==> src/rtl/core/cac_pkg.sv <==
// ----------------------------------------------------------------------------
// cac_pkg
// Shared sizes and types for the crib alignment counter.
// ----------------------------------------------------------------------------
package cac_pkg;

  // crib store depth, also the depth of the cipher window
  localparam int CribMax = 64;
  localparam int LenW    = $clog2(CribMax + 1);
  localparam int LetterW = 8;
  localparam int CountW  = 16;

  localparam logic [CountW-1:0] CountMax = '1;

  typedef logic [LetterW-1:0] letter_t;
  typedef letter_t [CribMax-1:0] letter_arr_t;
  typedef logic [LenW-1:0] len_t;
  typedef logic [CountW-1:0] count_t;

  function automatic count_t sat_inc(count_t v);
    return (v == CountMax) ? v : v + count_t'(1);
  endfunction

endpackage

==> src/rtl/core/cac_match.sv <==
// ----------------------------------------------------------------------------
// cac_match
// Parallel compare of the crib against the cipher window for one alignment.
// ----------------------------------------------------------------------------
module cac_match (
  input  cac_pkg::letter_arr_t crib_i,   // newest crib letter at index 0
  input  cac_pkg::letter_arr_t window_i, // newest cipher letter at index 0
  input  cac_pkg::len_t        len_i,
  output logic                 clash_o
);

  logic [cac_pkg::CribMax-1:0] hit;

  always_comb begin
    for (int i = 0; i < cac_pkg::CribMax; i++) begin
      hit[i] = (cac_pkg::len_t'(i) < len_i) && (crib_i[i] == window_i[i]);
    end
  end

  assign clash_o = |hit;

endmodule

==> src/rtl/core/crib_alignment_counter.sv <==
// ----------------------------------------------------------------------------
// crib_alignment_counter
// Enigma crib dragging: counts crib alignments with no self-encrypted letter.
// ----------------------------------------------------------------------------
// Beats with func_i = 0 append a crib letter (up to CribMax, extra ones are
// dropped); beats with func_i = 1 shift a cipher letter into the window and
// test the alignment ending on it. A cipher beat with last_i = 1 produces one
// result beat (possible_count_o, or stop_o when the crib is longer than the
// ciphertext) and clears the run; a new crib must be loaded afterwards. The
// block takes one beat per cycle: a beat is held in the input register, the
// full-width window compare and the counter updates act on it there, and a
// result is registered in the output register. Only a result beat waiting
// behind a stalled output register holds off the input; crib and plain cipher
// beats keep flowing.
// ----------------------------------------------------------------------------
module crib_alignment_counter (
  input  logic                   clk_i,
  input  logic                   rst_ni,
  input  logic                   in_valid_i,
  output logic                   in_stall_o,
  input  logic                   func_i,
  input  cac_pkg::letter_t       letter_i,
  input  logic                   last_i,
  output logic                   out_valid_o,
  input  logic                   out_stall_i,
  output cac_pkg::count_t        possible_count_o,
  output logic                   stop_o
);

  // input register
  logic             s1_valid_q, s1_valid_d;
  logic             s1_func_q;
  logic             s1_last_q;
  cac_pkg::letter_t s1_letter_q;

  // run state
  cac_pkg::letter_arr_t crib_q, crib_d;     // crib, newest letter first
  cac_pkg::letter_arr_t win_q, win_d;       // cipher window, newest first
  cac_pkg::letter_arr_t win_shift;
  cac_pkg::len_t        len_q, len_d;
  cac_pkg::count_t      seen_q, seen_d;
  cac_pkg::count_t      good_q, good_d;

  // result register
  logic            out_valid_q, out_valid_d;
  cac_pkg::count_t count_q, count_d;
  logic            stop_q, stop_d;

  logic            s1_res, s1_adv, out_free, in_acc, clash;
  cac_pkg::count_t seen_inc, good_upd;

  // --- handshake -----------------------------------------------------------
  assign s1_res   = s1_valid_q & s1_func_q & s1_last_q;
  assign out_free = ~out_valid_q | ~out_stall_i;
  assign s1_adv   = s1_valid_q & (~s1_res | out_free);
  assign in_stall_o = s1_valid_q & ~s1_adv;
  assign in_acc   = in_valid_i & ~in_stall_o;

  always_comb begin
    s1_valid_d = s1_valid_q;
    if (in_acc) begin
      s1_valid_d = 1'b1;
    end else if (s1_adv) begin
      s1_valid_d = 1'b0;
    end
  end

  // --- alignment test on the window as it stands after this letter ---------
  always_comb begin
    win_shift[0] = s1_letter_q;
    for (int i = 1; i < cac_pkg::CribMax; i++) begin
      win_shift[i] = win_q[i-1];
    end
  end

  cac_match u_match (
    .crib_i   (crib_q),
    .window_i (win_shift),
    .len_i    (len_q),
    .clash_o  (clash)
  );

  assign seen_inc = cac_pkg::sat_inc(seen_q);

  always_comb begin
    good_upd = good_q;
    if (len_q == '0) begin
      good_upd = cac_pkg::sat_inc(good_q);
    end else if ((seen_inc >= cac_pkg::count_t'(len_q)) && !clash) begin
      good_upd = cac_pkg::sat_inc(good_q);
    end
  end

  // --- state update ----------------------------------------------------------
  always_comb begin
    crib_d      = crib_q;
    win_d       = win_q;
    len_d       = len_q;
    seen_d      = seen_q;
    good_d      = good_q;
    out_valid_d = out_valid_q & out_stall_i;
    count_d     = count_q;
    stop_d      = stop_q;
    if (s1_adv) begin
      if (!s1_func_q) begin
        // crib letter: push at the front, drop once the store is full
        if (len_q < cac_pkg::len_t'(cac_pkg::CribMax)) begin
          crib_d[0] = s1_letter_q;
          for (int i = 1; i < cac_pkg::CribMax; i++) begin
            crib_d[i] = crib_q[i-1];
          end
          len_d = len_q + cac_pkg::len_t'(1);
        end
      end else if (s1_last_q) begin
        out_valid_d = 1'b1;
        if (cac_pkg::count_t'(len_q) > seen_inc) begin
          count_d = '0;
          stop_d  = 1'b1;
        end else if (len_q == '0) begin
          count_d = cac_pkg::sat_inc(good_upd);
          stop_d  = 1'b0;
        end else begin
          count_d = good_upd;
          stop_d  = 1'b0;
        end
        // end of run
        len_d  = '0;
        win_d  = '0;
        seen_d = '0;
        good_d = '0;
      end else begin
        win_d  = win_shift;
        seen_d = seen_inc;
        good_d = good_upd;
      end
    end
  end

  // --- registers -------------------------------------------------------------
  always_ff @(posedge clk_i or negedge rst_ni) begin
    if (!rst_ni) begin
      s1_valid_q  <= 1'b0;
      out_valid_q <= 1'b0;
      len_q       <= '0;
      win_q       <= '0;
      seen_q      <= '0;
      good_q      <= '0;
    end else begin
      s1_valid_q  <= s1_valid_d;
      out_valid_q <= out_valid_d;
      len_q       <= len_d;
      win_q       <= win_d;
      seen_q      <= seen_d;
      good_q      <= good_d;
    end
  end

  always_ff @(posedge clk_i) begin
    if (in_acc) begin
      s1_func_q   <= func_i;
      s1_letter_q <= letter_i;
      s1_last_q   <= last_i;
    end
    crib_q  <= crib_d;
    count_q <= count_d;
    stop_q  <= stop_d;
  end

  assign out_valid_o      = out_valid_q;
  assign possible_count_o = count_q;
  assign stop_o           = stop_q;

  // --- assertions ------------------------------------------------------------
  a_stop_zero : assert property (@(posedge clk_i) disable iff (!rst_ni)
    out_valid_o && stop_o |-> possible_count_o == '0)
    else $error("stop result with nonzero count");

  a_clear_after_result : assert property (@(posedge clk_i) disable iff (!rst_ni)
    s1_adv && s1_res |=> len_q == '0 && seen_q == '0 && good_q == '0)
    else $error("run state not cleared after result");

  a_good_bounded : assert property (@(posedge clk_i) disable iff (!rst_ni)
    good_q <= seen_q)
    else $error("more possible alignments than cipher letters");

  a_stall_only_on_result : assert property (@(posedge clk_i) disable iff (!rst_ni)
    in_stall_o |-> s1_res && out_valid_q && out_stall_i)
    else $error("input stalled without a blocked result");

endmodule
==> config.mk <==
export PLATFORM = sky130hd
export DESIGN_NAME = crib_alignment_counter
export DESIGN_NICKNAME = d
export VERILOG_FILES = /design/src/rtl/core/cac_pkg.sv /design/src/rtl/core/cac_match.sv /design/src/rtl/core/crib_alignment_counter.sv
export SDC_FILE = /design/constraint.sdc
export NUM_CORES = 1
export LEC_CHECK = 0
export BUFFER_PORTS_ARGS = -buffer_cell sky130_fd_sc_hd__buf_2
export CAP_MARGIN = 25
export CORE_AREA = 10 10 361 363
export CTS_BUF_LIST = sky130_fd_sc_hd__clkbuf_2 sky130_fd_sc_hd__clkbuf_4 sky130_fd_sc_hd__clkbuf_8
export CTS_CLUSTER_SIZE = 25
export DETAILED_ROUTE_END_ITERATION = 16
export DIE_AREA = 0 0 371 373
export GPL_TIMING_DRIVEN = 0
export PLACE_DENSITY_LB_ADDON = 0.2
export SLEW_MARGIN = 20
export SYNTH_ARGS = -nofsm -noshare
export SYNTH_HDL_FRONTEND = slang
export SYNTH_HIERARCHICAL = 1
export SYNTH_SLANG_ARGS = --single-unit
==> constraint.sdc <==
create_clock -name clk_i -period 14.7 [get_ports clk_i]
set_input_delay 0.735 -clock clk_i [delete_from_list [all_inputs] [get_ports clk_i]]
set_output_delay 0.735 -clock clk_i [all_outputs]
set_load 0.02 [all_outputs]
==> results of run 1 <==
kinds of logic after synthesis:
kind of cell,synth area share
DFF,0.680
muxes,0.00368
adders and majority gates,0.00342
xor gates and xnor gates,0.107
AOI/OAI and AO/OA,0.133
and+or+nand+nor,0.0562
buffers and inverters,0.0159
cell type report:
| class | count | area share |
|---|---|---|
| repair buffers | 58 | 0.0127 |
| inverters | 7 | 0.000669 |
| clock inverters | 34 | 0.00573 |
| multi-input cells | 1725 | 0.265 |
| well taps | 1637 | 0.0406 |
| diodes | 1 | 0.0000496 |
| flip-flops and latches | 1084 | 0.591 |
| plain buffers | 161 | 0.0133 |
| clock buffers | 307 | 0.0714 |
layer usage:
metal  wire [um]  share of wire
met3        5370          0.047
met5           0              0
met1       54100           0.47
met2       51900           0.45
met4        2780          0.024
sequential cells by signal (all words and copies together) (netlist names), 7 cells and up:
signal	count
len_q	7
s1_letter_q	8
possible_count_o	16
seen_q	16
crib_q	512
win_q	504
good_q	16
power by group:
part / internal (mW) / total (mW) / switching, mW
clock network: 1.57 / 2.84 / 1.27
registers: 3.30 / 3.38 / 0.0802
logic: 0.161 / 0.566 / 0.404
total: 5.03 / 6.78 / 1.75
metrics by stage:
stage | total power, mW | worst slack (ns) | utilization | std cells | hold slack, ns
2_1_floorplan | 3.77 | 2.53 | - | 2977 | 0.439
3_3_place_gp | 4.04 | -3.89 | 0.375 | 4646 | 0.450
3_5_place_dp | 3.99 | 6.85 | 0.378 | 4660 | 0.455
4_1_cts | 6.86 | 6.81 | 0.410 | 5013 | 0.0518
5_1_grt | 7.07 | 6.30 | 0.410 | 5014 | 0.122
6_report | 6.78 | 6.62 | 0.410 | 5014 | 0.154
worst max-delay path by stage:
stage                   start             endpoint
finish               len_q[5]  possible_count_o[2]
global route         len_q[5]  possible_count_o[3]
CTS                  len_q[5]  possible_count_o[3]
detailed placement   len_q[5]  possible_count_o[3]
global placement    s1_func_q             len_q[4]
floorplan            len_q[6]             len_q[4]
worst register-to-register path, cell delays in order (launching register included):
cell	delay, ns
dfrtp_1	0.56
buf_2	0.31
nor2_1	0.75
buf_2	0.58
a211oi_1	0.24
a2111oi_0	0.70
nand3_1	0.17
nor4_1	0.33
nand4_1	0.57
and2_1	0.36
clkbuf_1	0.21
nor2_1	0.43
nand2_1	0.33
xnor2_1	0.40
ha_1	0.32
o31a_1	0.29
a21boi_1	0.50
buf_2	0.33
a21oi_1	0.11
mux2i_1	0.34
timing repair:
item	4_1_cts	5_1_grt
endpoints found under the setup margin	0	0
hold buffers	12	0
endpoints found under the hold margin	48	0
cell usage in the layout (no fill, tap or decap), types with 59 or more instances in the layout:
cell type / count
nor2_1: 59
nand2_1: 91
a22o_1: 508
nand4_1: 101
dfrtp_1: 545
clkbuf_8: 208
clkbuf_4: 99
xnor2_1: 374
clkbuf_1: 133
edfxtp_1: 539
xor2_1: 162
==> flow_metrics.env, run 1 <==
export IMPL_cts_htree_levels=4
export IMPL_syn_area_per_cell_um2=14.7
export IMPL_grt_max_degree=100
export IMPL_finalCriticalPeriod_ns=8.08
export IMPL_finalNetCount=3244
export IMPL_placed_area_mm2=0.0465
export IMPL_netlist_area_mm2=0.0439
export IMPL_netlist_instances=2977
export IMPL_hold_viol=0
export IMPL_gp_congestion=0.819
export IMPL_ys_async_sr_fraction=0.503
export IMPL_use_met3=0.0295
export IMPL_hp_class="input pin to flop"
export IMPL_leakagePower_nw=19.8
export IMPL_post_cts_buffers=0
export IMPL_gr_usage_met2=0.245
export IMPL_yosysWarnings=6
export IMPL_worst_clock_skew_ns=0.0489
export IMPL_drtIter0Drc=2076
export IMPL_globalRoute_busiestLayer="met2"
export IMPL_grt_pass1_vias=26763
export IMPL_start_kind="flop"
export IMPL_regArea_mm2=0.0298
export IMPL_coreArea_mm2=0.123
export IMPL_yosysUniqueCellTypes=85
export IMPL_arrival_ns=8.72
export IMPL_rr_worst_depth=19
export IMPL_clockBufferDepth=3
export IMPL_met1_usage=0.236
export IMPL_hold_start="out_stall_i"
export IMPL_vdd_drop_max_mv=0.0877
export IMPL_wirelength_mm=114
export IMPL_tns_ns=0
export IMPL_critical_path_class="flop to flop"
export IMPL_syn_to_final_growth_pct=15.1
export IMPL_timing_fmax_mhz=124
export IMPL_drive_above_1_share=0.129
export IMPL_grt_pass1_wl_mm=174
export IMPL_cts_buffers=181
export IMPL_detail_route_wl_per_cell_um=22.8
export IMPL_multi_input_area_mm2=0.0133
export IMPL_synthesis_nets=3003
export IMPL_track_usage=0.164
export IMPL_die_area_mm2=0.138
export IMPL_synth_area_leaders="edfxtp_1 (37%), dfrtp_1 (31%), a22o_1 (10%)"
export IMPL_via_count=26314
export IMPL_setup_violations_final=0
export IMPL_rsz0062_at_grt="false"
export IMPL_hpwl_mm=76.9
export IMPL_yosys_top_cells_count="dfrtp_1 (545), edfxtp_1 (539), a22o_1 (508)"
export IMPL_synth_edf_count=539
export IMPL_synthMostInstantiatedCell="dfrtp_1"
export IMPL_dr_pass1_iters=5
export IMPL_maxCapViolCount=0
export IMPL_antenna_left=0
export IMPL_cts_sinks=1084
export IMPL_fp_dieH_um=373
export IMPL_maxSlewViolCount=0
export IMPL_outcome="finished clean"
export IMPL_viasPerCell=5.25
export IMPL_ctsResizeCount=0
export IMPL_fin_area_mm2=0.0505
export IMPL_maxSlewHeadroom=0.295
export IMPL_cts_root_buf="clkbuf_8"
export IMPL_io_pins=33
export IMPL_end_kind="flop"
export IMPL_post_route_period_util=0.549
export IMPL_initial_core_util=0.357
export IMPL_synth_flop_cell="dfrtp_1"
export IMPL_cts_tree="yes"
export IMPL_ys_seq_elements=1084
export IMPL_r2r_start="len_q[5]"
export IMPL_worstPathMaxFanout=10
export IMPL_power_density_mw_per_mm2=134
export IMPL_dieWidth_um=371
export IMPL_path_depth=19
export IMPL_required_ns=15.35
export IMPL_port_buffers=32
export IMPL_worst_path_most_repeated_cell="buf_2"
export IMPL_r2r_end="possible_count_o[2]"
export IMPL_max_stage_delay_ns=0.75
export IMPL_cts_reportedPaths_clkPinSlew_ns=0.06
export IMPL_drc=0
export IMPL_slowest_stage="nor2_1"
export IMPL_overflow=0
export IMPL_cpLargestDelayFamily="simple AND/OR/NAND/NOR gates"
export IMPL_synth_top_area_frac=0.369
export IMPL_r2r_setup_slack_ns=6.62
export IMPL_path_cells="buf_2 > nor2_1 > buf_2 > a211oi_1 > a2111oi_0 > nand3_1 > nor4_1 > nand4_1 > and2_1 > clkbuf_1 > nor2_1 > nand2_1 > xnor2_1 > ha_1 > o31a_1 > a21boi_1 > buf_2 > a21oi_1 > mux2i_1"
export IMPL_hold_path_end="out_valid_o"
export IMPL_antenna_found_initial=3
export IMPL_whs_path_depth=3
export IMPL_core_rowCount=129
export IMPL_clk_latency_ns=0.89
export IMPL_nFillCells=11387
export IMPL_critical_path_buf_inv_count=4
export IMPL_yosys_area_top_type="edfxtp_1"
export IMPL_ys_seq_area_frac=0.680
export IMPL_tightest_slew_ns=1.05
No activity file was read; power rests on OpenSTA's default activity.
==> run 2: changes to the inputs <==
--- a/config.mk
+++ b/config.mk
@@ -5,13 +5,14 @@
 export SDC_FILE = /design/constraint.sdc
 export NUM_CORES = 1
 export LEC_CHECK = 0
+export ABC_AREA = 1
 export BUFFER_PORTS_ARGS = -buffer_cell sky130_fd_sc_hd__buf_2
 export CAP_MARGIN = 25
-export CORE_AREA = 10 10 361 363
+export CORE_AREA = 10 10 370 372
 export CTS_BUF_LIST = sky130_fd_sc_hd__clkbuf_2 sky130_fd_sc_hd__clkbuf_4 sky130_fd_sc_hd__clkbuf_8
 export CTS_CLUSTER_SIZE = 25
 export DETAILED_ROUTE_END_ITERATION = 16
-export DIE_AREA = 0 0 371 373
+export DIE_AREA = 0 0 380 382
 export GPL_TIMING_DRIVEN = 0
 export PLACE_DENSITY_LB_ADDON = 0.2
 export SLEW_MARGIN = 20
==> constraint.sdc (replaced) <==
create_clock -name clk_i -period 6.5 [get_ports clk_i]
set_input_delay 0.325 -clock clk_i [delete_from_list [all_inputs] [get_ports clk_i]]
set_output_delay 0.325 -clock clk_i [all_outputs]
set_load 0.02 [all_outputs]
==> run 2 against run 1 <==
Critical path depth up 7. Power up 140%. Clock power up 130%. Sequential cell count unchanged. Final cell count up 31%. Synthesized cell count up 48%. Critical path type unchanged. Critical endpoint is now possible_count_o[9]. Largest cell class unchanged.
==> flow_metrics.env, run 2 <==
export IMPL_outcome="finished clean"
export IMPL_slowest_stage="nand2_1"
export IMPL_path_depth=26
export IMPL_via_count=30309
export IMPL_wirelength_mm=109
export IMPL_rsz0062_at_grt="false"
export IMPL_hold_viol=0
export IMPL_cts_sinks=1084
export IMPL_ys_async_sr_fraction=0.503
export IMPL_coreArea_mm2=0.129
export IMPL_syn_area_per_cell_um2=10.5
export IMPL_largest_reg_flops=512
export IMPL_viasPerCell=4.60
export IMPL_synthesis_nets=4423
export IMPL_initial_core_util=0.358
export IMPL_synth_edf_count=539
export IMPL_dr_pass1_iters=6
export IMPL_gp_congestion=0.853
export IMPL_die_area_mm2=0.145
export IMPL_hpwl_mm=77.0
export IMPL_syn_to_final_growth_pct=15.9
export IMPL_clockBufferDepth=3
export IMPL_leakagePower_nw=21.7
export IMPL_start_kind="flop"
export IMPL_worstPathMaxFanout=10
export IMPL_r2r_setup_slack_ns=0.43
export IMPL_cts_buffers=182
export IMPL_fp_dieH_um=382
export IMPL_track_usage=0.148
export IMPL_yosys_area_top_type="edfxtp_1"
export IMPL_vdd_drop_max_mv=0.212
export IMPL_antenna_found_initial=2
export IMPL_io_pins=33
export IMPL_grt_pass1_wl_mm=172
export IMPL_layout_commonest_cell="inv_1"
export IMPL_netlist_area_mm2=0.0463
export IMPL_ys_seq_area_frac=0.644
export IMPL_timing_fmax_mhz=165
export IMPL_drive_above_1_share=0.0990
export IMPL_power_density_mw_per_mm2=308
export IMPL_r2r_start="len_q[2]"
export IMPL_synth_area_leaders="edfxtp_1 (35%), dfrtp_1 (29%), o22ai_1 (6.9%)"
export IMPL_worst_path_most_repeated_cell="nand2_1"
export IMPL_drc=0
export IMPL_yosysWarnings=6
export IMPL_finalCriticalPeriod_ns=6.07
export IMPL_core_rowCount=132
export IMPL_worst_clock_skew_ns=0.0393
export IMPL_finalNetCount=4705
export IMPL_hp_class="input pin to async pin"
export IMPL_netlist_instances=4397
export IMPL_cts_reportedPaths_clkPinSlew_ns=0.06
export IMPL_cts_root_buf="clkbuf_8"
export IMPL_rr_worst_depth=26
export IMPL_max_stage_delay_ns=0.86
export IMPL_detail_route_wl_per_cell_um=16.5
export IMPL_top_register="crib_q"
export IMPL_post_route_period_util=0.934
export IMPL_port_buffers=32
export IMPL_setup_violations_final=0
export IMPL_ys_seq_elements=1084
export IMPL_grt_pass1_vias=30644
export IMPL_tns_ns=0
export IMPL_drtIter0Drc=1888
export IMPL_antenna_left=0
export IMPL_overflow=0
export IMPL_critical_path_class="flop to flop"
export IMPL_maxSlewViolCount=0
export IMPL_dieWidth_um=380
export IMPL_yosys_top_cells_count="inv_1 (832), nand2_1 (742), dfrtp_1 (545)"
export IMPL_pre_cts_slack_ns=0.373
export IMPL_post_cts_buffers=0
export IMPL_r2r_end="possible_count_o[9]"
export IMPL_end_kind="flop"
export IMPL_worst_slack_ns=0.429
export IMPL_critical_path_buf_inv_count=5
export IMPL_cts_tree="yes"
export IMPL_grt_max_degree=84
export IMPL_endpoint="possible_count_o[9]"
export IMPL_synthMostInstantiatedCell="inv_1"
export IMPL_maxSlewHeadroom=0.364
export IMPL_reg_top3="crib_q: 512 flops, win_q: 504 flops"
export IMPL_synth_top_area_frac=0.350
export IMPL_startpoint="len_q[2]"
export IMPL_layout_common_cells="inv_1 (832), nand2_1 (742), dfrtp_1 (544), edfxtp_1 (539), o22ai_1 (513)"
export IMPL_required_ns=7.11
export IMPL_arrival_ns=6.68
export IMPL_maxCapViolCount=0
export IMPL_synth_flop_cell="dfrtp_1"
export IMPL_ctsResizeCount=0
export IMPL_yosysUniqueCellTypes=36
export IMPL_clk_latency_ns=0.87
export IMPL_cts_htree_levels=4
export IMPL_cpLargestDelayFamily="simple AND/OR/NAND/NOR gates"
export IMPL_tightest_slew_ns=0.954
run 2: where the power goes:
| group | internal, mW | switching (mW) |
|---|---|---|
| Sequential | 7.52 | 0.189 |
| Clock | 3.59 | 2.83 |
| Combinational | 0.684 | 1.71 |
run 2: per-stage QoR:
step | std cells | instance area (um2) | hold WS (ns) | utilization | power [mW]
3_5_place_dp | 6222 | 49500 | 0.193 | 0.384 | 10.2
5_1_grt | 6582 | 53600 | 0.112 | 0.415 | 17.3
4_1_cts | 6580 | 53600 | 0.0659 | 0.415 | 16.7
3_3_place_gp | 6171 | 48600 | 0.433 | 0.377 | 10.2
2_1_floorplan | 4397 | 46300 | 0.0294 | - | 9.35
6_report | 6584 | 53600 | 0.108 | 0.415 | 16.5
run 2: timing repair:
| action | 4_1_cts | 5_1_grt |
|---|---|---|
| setup endpoints to repair | 0 | 0 |
| hold buffers | 14 | 0 |
| endpoints found under the hold margin | 270 | 0 |
run 2: worst min path at each step:
stage / from / end / slack [ns] / cells after the start
3_3_place_gp: crib_q[279] / crib_q[287] / 0.43 / 0
3_5_place_dp: rst_ni / win_q[497] / 0.19 / 1
2_1_floorplan: rst_ni / good_q[0] / 0.03 / 0
4_1_cts: rst_ni / win_q[496] / 0.07 / 3
5_1_grt: rst_ni / win_q[496] / 0.11 / 3
6_report: rst_ni / win_q[496] / 0.11 / 3
run 2: kinds of logic after synthesis:
family          synth area share
simple gates               0.119
flops                      0.644
buf+inv                   0.0799
compound gates            0.0783
xor+xnor                  0.0757
fa+ha+maj                0.00324
run 2: per-layer routing:
layer  up-vias  track usage  part of all wire
met5         -            0                 0
met4         0       0.0478             0.022
met3       174       0.0259             0.043
met2       556        0.239              0.47
met1     14616        0.203              0.47
li1      14963            -                 -
run 2: final cells by class:
type                    instances  area (um2)
diodes                          3        7.51
plain buffers                 128         513
clock buffers                 296        3590
clock inverters                48         340
fillers                     12610       75500
inverters                     849        3190
multi-input cells            2336       12800
flip-flops and latches       1084       29800
well taps                    1742        2180
repair buffers                 98        1220
run 2: tightest hold or removal path, stage by stage:
cell and delay (ns):
dlygate4sd3_1 0.56, buf_8 0.17, buf_16 0.32
